[config.mk]
export PLATFORM = sky130hd
export DESIGN_NAME = approximate_substring_match
export DESIGN_NICKNAME = d
export VERILOG_FILES = /design/src/rtl/asm_pkg.sv /design/src/rtl/asm_cell.sv /design/src/rtl/approximate_substring_match.sv
export SDC_FILE = /design/constraint.sdc
export NUM_CORES = 1
export LEC_CHECK = 0
export BUFFER_PORTS_ARGS = -buffer_cell sky130_fd_sc_hd__buf_2
export CAP_MARGIN = 40
export CORE_MARGIN = 2
export CORE_UTILIZATION = 50
export CTS_CLUSTER_DIAMETER = 120
export DETAILED_ROUTE_END_ITERATION = 12
export GPL_TIMING_DRIVEN = 0
export HOLD_SLACK_MARGIN = 0.03
export PLACE_DENSITY = 0.66
export SLEW_MARGIN = 10
export SYNTH_ARGS = -nofsm -noshare
export SYNTH_HDL_FRONTEND = slang
export SYNTH_SLANG_ARGS = --single-unit
export TNS_END_PERCENT = 30
[constraint.sdc]
create_clock -name clock -period 6.65 [get_ports clock]
set_input_delay 1.33 -clock clock [delete_from_list [all_inputs] [get_ports clock]]
set_output_delay 1.33 -clock clock [all_outputs]
set_load 0.02 [all_outputs]
[src/rtl/asm_pkg.sv]
// Package with the shared types and constants of the approximate substring matcher.
package asm_pkg;

   localparam int PATTERN_MAX = 16;
   localparam int TEXT_MAX    = 65535;

   localparam int DIST_W  = $clog2(PATTERN_MAX + 1);
   localparam int TEXT_W  = 16;
   localparam int BEST_W  = 17;
   localparam int LEN_W   = 5;
   localparam int END_W   = 5;
   localparam int SYM_W   = 8;
   localparam int PIDX_W  = 4;

   localparam logic KIND_PATTERN = 1'b0;
   localparam logic KIND_TEXT    = 1'b1;

   typedef struct packed {
      logic              kind;
      logic [PIDX_W-1:0] pattern_index;
      logic [SYM_W-1:0]  symbol;
      logic              last_text;
   } req_type;

   typedef struct packed {
      logic [END_W-1:0]  end_distance;
      logic [BEST_W-1:0] best_distance;
      logic [TEXT_W-1:0] best_position;
      logic              done_res;
   } rsp_type;

   typedef struct packed {
      logic              valid;
      logic [SYM_W-1:0]  sym;
      logic [DIST_W-1:0] diag;
      logic [DIST_W-1:0] prev;
   } wave_type;

endpackage

[src/rtl/asm_cell.sv]
// One pattern row of the systolic chain: pattern symbol, column entry and the update step.
module asm_cell (
   input  logic                        clock,
   input  logic                        reset,
   input  logic                        clear,
   input  logic [asm_pkg::DIST_W-1:0]  row_number,
   input  logic                        load_en,
   input  logic [asm_pkg::SYM_W-1:0]   load_sym,
   input  asm_pkg::wave_type           wave_in,
   output asm_pkg::wave_type           wave_out
);
   import asm_pkg::*;

   logic [SYM_W-1:0]  pat_ff;
   logic [SYM_W-1:0]  pat_in;
   logic [DIST_W-1:0] dp_ff;
   logic [DIST_W-1:0] dp_in;
   wave_type          wave_ff;
   wave_type          wave_in_next;
   logic [DIST_W:0]   old_inc;
   logic [DIST_W:0]   prev_inc;
   logic [DIST_W:0]   diag_inc;
   logic [DIST_W:0]   best;
   logic [DIST_W-1:0] value;

   always_comb begin
      old_inc  = {1'b0, dp_ff} + 1'b1;
      prev_inc = {1'b0, wave_in.prev} + 1'b1;
      diag_inc = {1'b0, wave_in.diag} + 1'b1;
      best     = old_inc;
      if (prev_inc < best) begin
         best = prev_inc;
      end
      if (diag_inc < best) begin
         best = diag_inc;
      end
      if (pat_ff == wave_in.sym) begin
         value = wave_in.diag;
      end else begin
         value = best[DIST_W-1:0];
      end
   end

   always_comb begin
      pat_in = load_en ? load_sym : pat_ff;
      dp_in  = dp_ff;
      if (clear) begin
         dp_in = row_number;
      end else if (wave_in.valid) begin
         dp_in = value;
      end
      wave_in_next.valid = wave_in.valid;
      wave_in_next.sym   = wave_in.sym;
      wave_in_next.diag  = dp_ff;
      wave_in_next.prev  = value;
   end

   always_ff @(posedge clock) begin
      pat_ff <= pat_in;
   end

   always_ff @(posedge clock) begin
      if (reset) begin
         dp_ff         <= row_number;
         wave_ff.valid <= 1'b0;
      end else begin
         dp_ff         <= dp_in;
         wave_ff.valid <= wave_in_next.valid;
      end
      wave_ff.sym  <= wave_in_next.sym;
      wave_ff.diag <= wave_in_next.diag;
      wave_ff.prev <= wave_in_next.prev;
   end

   assign wave_out = wave_ff;

endmodule

[src/rtl/approximate_substring_match.sv]
// Top level of the approximate substring matcher: cell chain, result tracking and ports.
// A text transaction passes one cell per cycle up to the pattern length; the end distance
// is then registered, and the result is registered once the receiver does not stall. The
// next transaction is taken only after the result is registered. Pattern loads wait as well.
// Synchronous reset clears the column to row numbers, the counters, the minimum and the
// pattern length (to 1); pattern symbols stay undefined until written.
module approximate_substring_match (
   input  logic                       clock,
   input  logic                       reset,
   input  logic                       req_valid,
   output logic                       req_stall,
   input  asm_pkg::req_type           req_data,
   output logic                       rsp_valid,
   input  logic                       rsp_stall,
   output asm_pkg::rsp_type           rsp_data,
   input  logic                       csr_valid,
   output logic                       csr_ready,
   input  logic [asm_pkg::LEN_W-1:0]  csr_data
);
   import asm_pkg::*;

   logic [LEN_W-1:0]   len_ff;
   logic [LEN_W-1:0]   len_in;
   logic [DIST_W-1:0]  used_len;
   logic               busy_ff;
   logic               busy_in;
   logic               last_ff;
   logic               last_in;
   logic               pend_ff;
   logic               pend_in;
   logic [DIST_W-1:0]  end_ff;
   logic [DIST_W-1:0]  end_in;
   wave_type           wave0_ff;
   wave_type           wave0_in;
   logic [TEXT_W-1:0]  count_ff;
   logic [TEXT_W-1:0]  count_in;
   logic [BEST_W-1:0]  min_ff;
   logic [BEST_W-1:0]  min_in;
   logic [TEXT_W-1:0]  pos_ff;
   logic [TEXT_W-1:0]  pos_in;
   logic               rsp_valid_ff;
   logic               rsp_valid_in;
   rsp_type            rsp_data_ff;
   rsp_type            rsp_data_in;

   logic               accept;
   logic               text_accept;
   logic               load_out;
   logic               wave_done;
   logic               clear;
   logic [TEXT_W-1:0]  count_next;
   logic [BEST_W-1:0]  min_next;
   logic [TEXT_W-1:0]  pos_next;
   logic [BEST_W-1:0]  count_plus;
   logic [BEST_W-1:0]  end_ext;
   logic [DIST_W+END_W-1:0] end_wide;

   wave_type           cell_in  [PATTERN_MAX];
   wave_type           cell_out [PATTERN_MAX];
   logic               stop     [PATTERN_MAX];
   logic               load_en  [PATTERN_MAX];

   assign accept      = req_valid & ~req_stall;
   assign text_accept = accept & (req_data.kind == KIND_TEXT);
   assign req_stall   = busy_ff;
   assign csr_ready   = 1'b1;
   assign load_out    = pend_ff & (~rsp_valid_ff | ~rsp_stall);
   assign clear       = load_out & last_ff;

   always_comb begin
      int m;
      m = int'(len_ff);
      if (m < 1) begin
         m = 1;
      end
      if (m > PATTERN_MAX) begin
         m = PATTERN_MAX;
      end
      used_len = DIST_W'(m);
   end

   always_comb begin
      wave0_in.valid = text_accept;
      wave0_in.sym   = req_data.symbol;
      wave0_in.diag  = '0;
      wave0_in.prev  = '0;
      for (int i = 0; i < PATTERN_MAX; i++) begin
         stop[i]    = (used_len == DIST_W'(i + 1));
         load_en[i] = accept & (req_data.kind == KIND_PATTERN)
                      & (32'(req_data.pattern_index) == i);
      end
      cell_in[0] = wave0_ff;
      for (int i = 1; i < PATTERN_MAX; i++) begin
         cell_in[i]       = cell_out[i-1];
         cell_in[i].valid = cell_out[i-1].valid & ~stop[i-1];
      end
   end

   genvar g;
   generate
      for (g = 0; g < PATTERN_MAX; g++) begin : g_cell
         asm_cell u_cell (
            .clock      (clock),
            .reset      (reset),
            .clear      (clear),
            .row_number (DIST_W'(g + 1)),
            .load_en    (load_en[g]),
            .load_sym   (req_data.symbol),
            .wave_in    (cell_in[g]),
            .wave_out   (cell_out[g])
         );
      end
   endgenerate

   always_comb begin
      wave_done = 1'b0;
      end_in    = end_ff;
      for (int i = 0; i < PATTERN_MAX; i++) begin
         if (cell_out[i].valid & stop[i]) begin
            wave_done = 1'b1;
            end_in    = cell_out[i].prev;
         end
      end
   end

   always_comb begin
      count_next = count_ff;
      if (32'(count_ff) < TEXT_MAX) begin
         count_next = count_ff + 1'b1;
      end
      end_ext  = BEST_W'(end_ff);
      min_next = min_ff;
      pos_next = pos_ff;
      if (end_ext < min_ff) begin
         min_next = end_ext;
         pos_next = count_next;
      end
      count_plus = {1'b0, count_next} + 1'b1;
      end_wide   = (DIST_W + END_W)'(end_ff);

      rsp_data_in.end_distance = (end_wide > (DIST_W + END_W)'(31)) ? END_W'(31)
                                                                    : end_wide[END_W-1:0];
      if (min_next < count_plus) begin
         rsp_data_in.best_distance = min_next;
         rsp_data_in.best_position = pos_next;
      end else begin
         rsp_data_in.best_distance = count_plus;
         rsp_data_in.best_position = '0;
      end
      rsp_data_in.done_res = last_ff;

      count_in = count_ff;
      min_in   = min_ff;
      pos_in   = pos_ff;
      if (load_out) begin
         if (last_ff) begin
            count_in = '0;
            min_in   = '1;
            pos_in   = '0;
         end else begin
            count_in = count_next;
            min_in   = min_next;
            pos_in   = pos_next;
         end
      end
   end

   always_comb begin
      len_in  = (csr_valid & csr_ready) ? csr_data : len_ff;
      last_in = text_accept ? req_data.last_text : last_ff;
      busy_in = busy_ff;
      if (text_accept) begin
         busy_in = 1'b1;
      end else if (load_out) begin
         busy_in = 1'b0;
      end
      pend_in = pend_ff;
      if (wave_done) begin
         pend_in = 1'b1;
      end else if (load_out) begin
         pend_in = 1'b0;
      end
      rsp_valid_in = rsp_valid_ff & rsp_stall;
      if (load_out) begin
         rsp_valid_in = 1'b1;
      end
   end

   always_ff @(posedge clock) begin
      if (reset) begin
         len_ff         <= LEN_W'(1);
         busy_ff        <= 1'b0;
         pend_ff        <= 1'b0;
         wave0_ff.valid <= 1'b0;
         count_ff       <= '0;
         min_ff         <= '1;
         pos_ff         <= '0;
         rsp_valid_ff   <= 1'b0;
      end else begin
         len_ff         <= len_in;
         busy_ff        <= busy_in;
         pend_ff        <= pend_in;
         wave0_ff.valid <= wave0_in.valid;
         count_ff       <= count_in;
         min_ff         <= min_in;
         pos_ff         <= pos_in;
         rsp_valid_ff   <= rsp_valid_in;
      end
      wave0_ff.sym  <= wave0_in.sym;
      wave0_ff.diag <= wave0_in.diag;
      wave0_ff.prev <= wave0_in.prev;
      last_ff       <= last_in;
      end_ff        <= end_in;
      if (load_out) begin
         rsp_data_ff <= rsp_data_in;
      end
   end

   assign rsp_valid = rsp_valid_ff;
   assign rsp_data  = rsp_data_ff;

endmodule

==> metrics.log <==
[metrics] overall fraction of global-route tracks in use: 0.232
[metrics] DRT iter0 DRCs: 1516
[metrics] depth of the worst register-to-register path: 24
[metrics] required time of the critical path: 7.08 ns
[metrics] class of the worst hold path: reg -> reg
[metrics] total placed cells including tap cells: 3849
[metrics] final setup TNS: 0 ns
[metrics] overflow left after global routing: 0
[metrics] Register Area: 13900 sq um
[metrics] run status: complete, but fails checks
[metrics] average size of a mapped cell: 10.0 sq um
[metrics] layout overhead on the synthesized area: 12.4%
[metrics] proportion of layout cells with a drive suffix above 1: 0.0851
[metrics] compound-gate portion of the synthesized area: 0.142
[metrics] most used flip-flop cell after synthesis: dfxtp_1
[metrics] antenna diode instance count: 0
[metrics] Routed wire per std cell: 18.4 um
[metrics] final hold viol count: 0
[metrics] crit start category: register
[metrics] final layout net count: 3388
[metrics] Bufs on Longest Clock Path: 3
[metrics] IO Port Bufs: 62
[metrics] unrepaired setup endpoints after global routing: false
[metrics] post-synthesis share of cell area spent on and, or, nand and nor gates: 0.152
[metrics] Post-DRT Antenna Nets: 0
[metrics] worst setup path category: reg -> reg
[metrics] Final Max Tran Viols: 0
[metrics] adder-cell share of the synthesized area: 0.0912
[metrics] die span in y: 249 um
[metrics] placeable core area: 59100 sq um
[metrics] endpoint with the worst hold slack: g_cell[4].u_cell.wave_out[10]$_DFF_P_
[metrics] vias per inst: 5.73
[metrics] number of buffers created by CTS: 67
[metrics] top library cells by usage in the layout, fill and taps aside: dfxtp_1 (437), nand2_1 (253), nor2_1 (229)
[metrics] highest ir drop seen on vdd: 0.276 mV
[metrics] largest fanout on the critical path: 10
[metrics] Least-Margin Pin Slew: 1.07 ns
[metrics] number of synthesis warnings: 0
[metrics] Routed Wire Length: 72.9 mm
[metrics] Routability Congestion: 0.901
[metrics] violated checks: DRC
[metrics] worst-case setup margin in the final layout: 0.622 ns
[metrics] kind of end point of the critical path: register
[metrics] distinct cell type count after synthesis: 90
[metrics] count of vias placed by the detailed router: 22732
[metrics] worst min-delay path startpoint: g_cell[3].u_cell.wave_out[10]$_DFF_P_
[metrics] Power Dens Cells: 385 nW/um^2
[metrics] First-pass DRT Iterations: 10
[metrics] Rel. slew slack: 0.283
[metrics] mapped cell area: 29900 sq um
[metrics] Placement Setup Slack: 0.661 ns
[metrics] number of enable-type register cells in the synthesized netlist: 173
[metrics] highest attainable clock frequency: 166 MHz
[metrics] end of the worst register-to-register path: rsp_data[19]$_DFFE_PP_
[metrics] top-level I/O count: 66
[metrics] final-layout fill cell count: 4987
[metrics] area of combinational cells with multiple inputs: 15200 sq um
[metrics] Root Buffer: clkbuf_16
[metrics] total design power: 12900 uW
[metrics] max_cap viols: 0
[metrics] post-cts gate resize count: 0
[metrics] initial antenna violation count: 1
[metrics] initial cell density of the core: 0.506
[metrics] Total Die Area: 61800 sq um
[metrics] first-pass GRT wire length: 116 mm
[metrics] dominant combinational cell family by area after synthesis: simple AND/OR/NAND/NOR gates
[metrics] final instance count without filler cells: 3970
[metrics] arrival time of the worst setup path: 6.45 ns
[metrics] sequential fraction of the synthesis area: 0.466
[metrics] count of standard-cell rows: 89
[metrics] final critical-path share of the clock period: 0.906
[metrics] maximum number of pins on one net before global-route repair: 47
[metrics] post-synthesis cell count: 2981
[metrics] number of global-route vias before repair: 22274
[metrics] multiplexer share of the synthesized area: 0.0395
[metrics] clock-pin slew on the worst setup and hold paths: 0.06 ns
[metrics] flip-flop and latch count after synthesis: 610
[metrics] total half-perimeter wirelength after legalization and detailed placement: 55.7 mm
[metrics] clock latency on the worst-skew pair: 0.62 ns
[metrics] final setup fails: 0
[metrics] DIE WIDTH: 249 um
[metrics] worst-case register-to-register setup slack: 0.62 ns
[metrics] leakage power summed over all cells: 0.0138 uW
[metrics] Post-CTS Hold Buffers: 0
[metrics] share of async-settable or async-resettable flops after synthesis: 0
[metrics] CTS tree: done
[metrics] most frequent standard cell in the layout excluding fill and tap cells: dfxtp_1
[metrics] xor-xnor portion of the synthesized cell area: 0.0825
[metrics] H-tree depth: 3
[metrics] total DRC errors in the routed layout: 11
[metrics] Post-CTS Setup Repair Bufs: 0
[metrics] startpoint of the most critical register-to-register path: count_ff[0]$_SDFFE_PP0P_
[metrics] hold-critical path depth: 0
[metrics] clock tree sinks: 610
[metrics] min cycle time layout: 6.03 ns
[metrics] final setup skew: 0.0266 ns
## worst max-delay path by stage
stage                                         from                                endpoint
after global routing      count_ff[0]$_SDFFE_PP0P_                  rsp_data[19]$_DFFE_PP_
final                     count_ff[0]$_SDFFE_PP0P_                  rsp_data[19]$_DFFE_PP_
after floorplan           count_ff[0]$_SDFFE_PP0P_                  rsp_data[17]$_DFFE_PP_
after global placement                   rsp_stall  g_cell[9].u_cell.dp_ff[3]$_SDFFE_PP1P_
after CTS                 count_ff[0]$_SDFFE_PP0P_                  rsp_data[20]$_DFFE_PP_
after detailed placement  count_ff[0]$_SDFFE_PP0P_                  rsp_data[20]$_DFFE_PP_
## logic make-up after synthesis
family,count (synthesis)
and+or+nand+nor,946
AOI/OAI and AO/OA,613
DFF,610
xor gates and xnor gates,281
adders and majority gates,218
buffers and inverters,197
muxes,114
other,2
## report_power, final
part           switching [uW]  internal (uW)
Clock                    1530           2120
Sequential                254           4060
Combinational            2870           2090
## sequential cells by signal (all words and copies together) (netlist names), 9 cells and up
register / cells
cell_in: 9
count_ff: 16
g_cell.u_cell.dp_ff: 80
g_cell.u_cell.pat_ff: 128
g_cell.u_cell.wave_out: 291
min_ff: 17
pos_ff: 16
rsp_data: 39
## synth_stat cells (8+ instances only)
master	n	share of area
a2111oi_0	8	0.0023
and3_1	50	0.010
dfxtp_1	437	0.29
a211o_1	16	0.0047
nor3_1	40	0.0067
nand2b_1	40	0.0084
a41oi_1	13	0.0038
nand4_1	27	0.0056
and2_1	36	0.0075
nor2_1	229	0.029
o22ai_1	12	0.0025
ha_1	218	0.091
o211ai_1	16	0.0040
xnor2_1	70	0.020
nand2_1	253	0.032
nor2b_1	32	0.0067
mux2i_1	82	0.027
o211a_1	12	0.0040
o22a_1	10	0.0029
a21oi_1	129	0.022
inv_1	126	0.016
nor4_1	39	0.0082
o21a_1	28	0.0070
xor2_1	210	0.061
clkbuf_1	55	0.0069
edfxtp_1	173	0.17
o21ba_2	21	0.0070
mux2_2	30	0.011
a22oi_1	35	0.0088
nand3_1	155	0.026
a31oi_1	29	0.0061
o21ai_0	118	0.020
o21ai_1	15	0.0025
a22o_1	8	0.0023
a21o_1	41	0.010
a211oi_1	23	0.0058
a311oi_1	8	0.0023
## per-layer routing
layer,up-vias,global-route usage,part of all wire
met4,2,0.0854,0.034
met5,-,0,0.00018
met3,152,0.0383,0.049
met2,555,0.401,0.48
li1,11127,-,-
met1,10896,0.292,0.44
## critical path: stages (launching register included)
cell and delay [ns]:
dfxtp_1 0.45, ha_1 0.18, buf_2 0.19, and2_1 0.15, clkbuf_2 0.17, and3_4 0.20, buf_6 0.10, nand2_2 0.14
xor2_1 0.46, ha_1 0.33, nor4bb_1 0.30, a21oi_1 0.10, o21ai_0 0.25, nand4_2 0.31, nor4b_4 0.39, xnor2_1 0.19
ha_1 0.18, nand4_1 0.11, or2_2 0.33, nor2_1 0.12, nor2_1 0.10, nor2_1 0.11, o41a_1 0.34, buf_2 0.33
mux2i_1 0.29
## per-stage QoR
step / utilization / hold slack [ns] / instance area [sq um]
detailed placement: 0.531 / 0.354 / 31400
CTS: 0.568 / 0.353 / 33600
floorplan: - / 0.344 / 30000
global placement: 0.528 / 0.353 / 31200
global route: 0.568 / 0.364 / 33600
finish: 0.568 / 0.356 / 33600
## layout make-up
type / count / area share
multi-input combinational: 2189 / 0.453
sequential: 610 / 0.415
clock buffer: 95 / 0.0560
tap: 773 / 0.0288
timing repair buffer: 81 / 0.0146
inverter: 128 / 0.0143
clock inverter: 25 / 0.00905
buffer: 69 / 0.00901
Power figures use the tool's default switching activity.
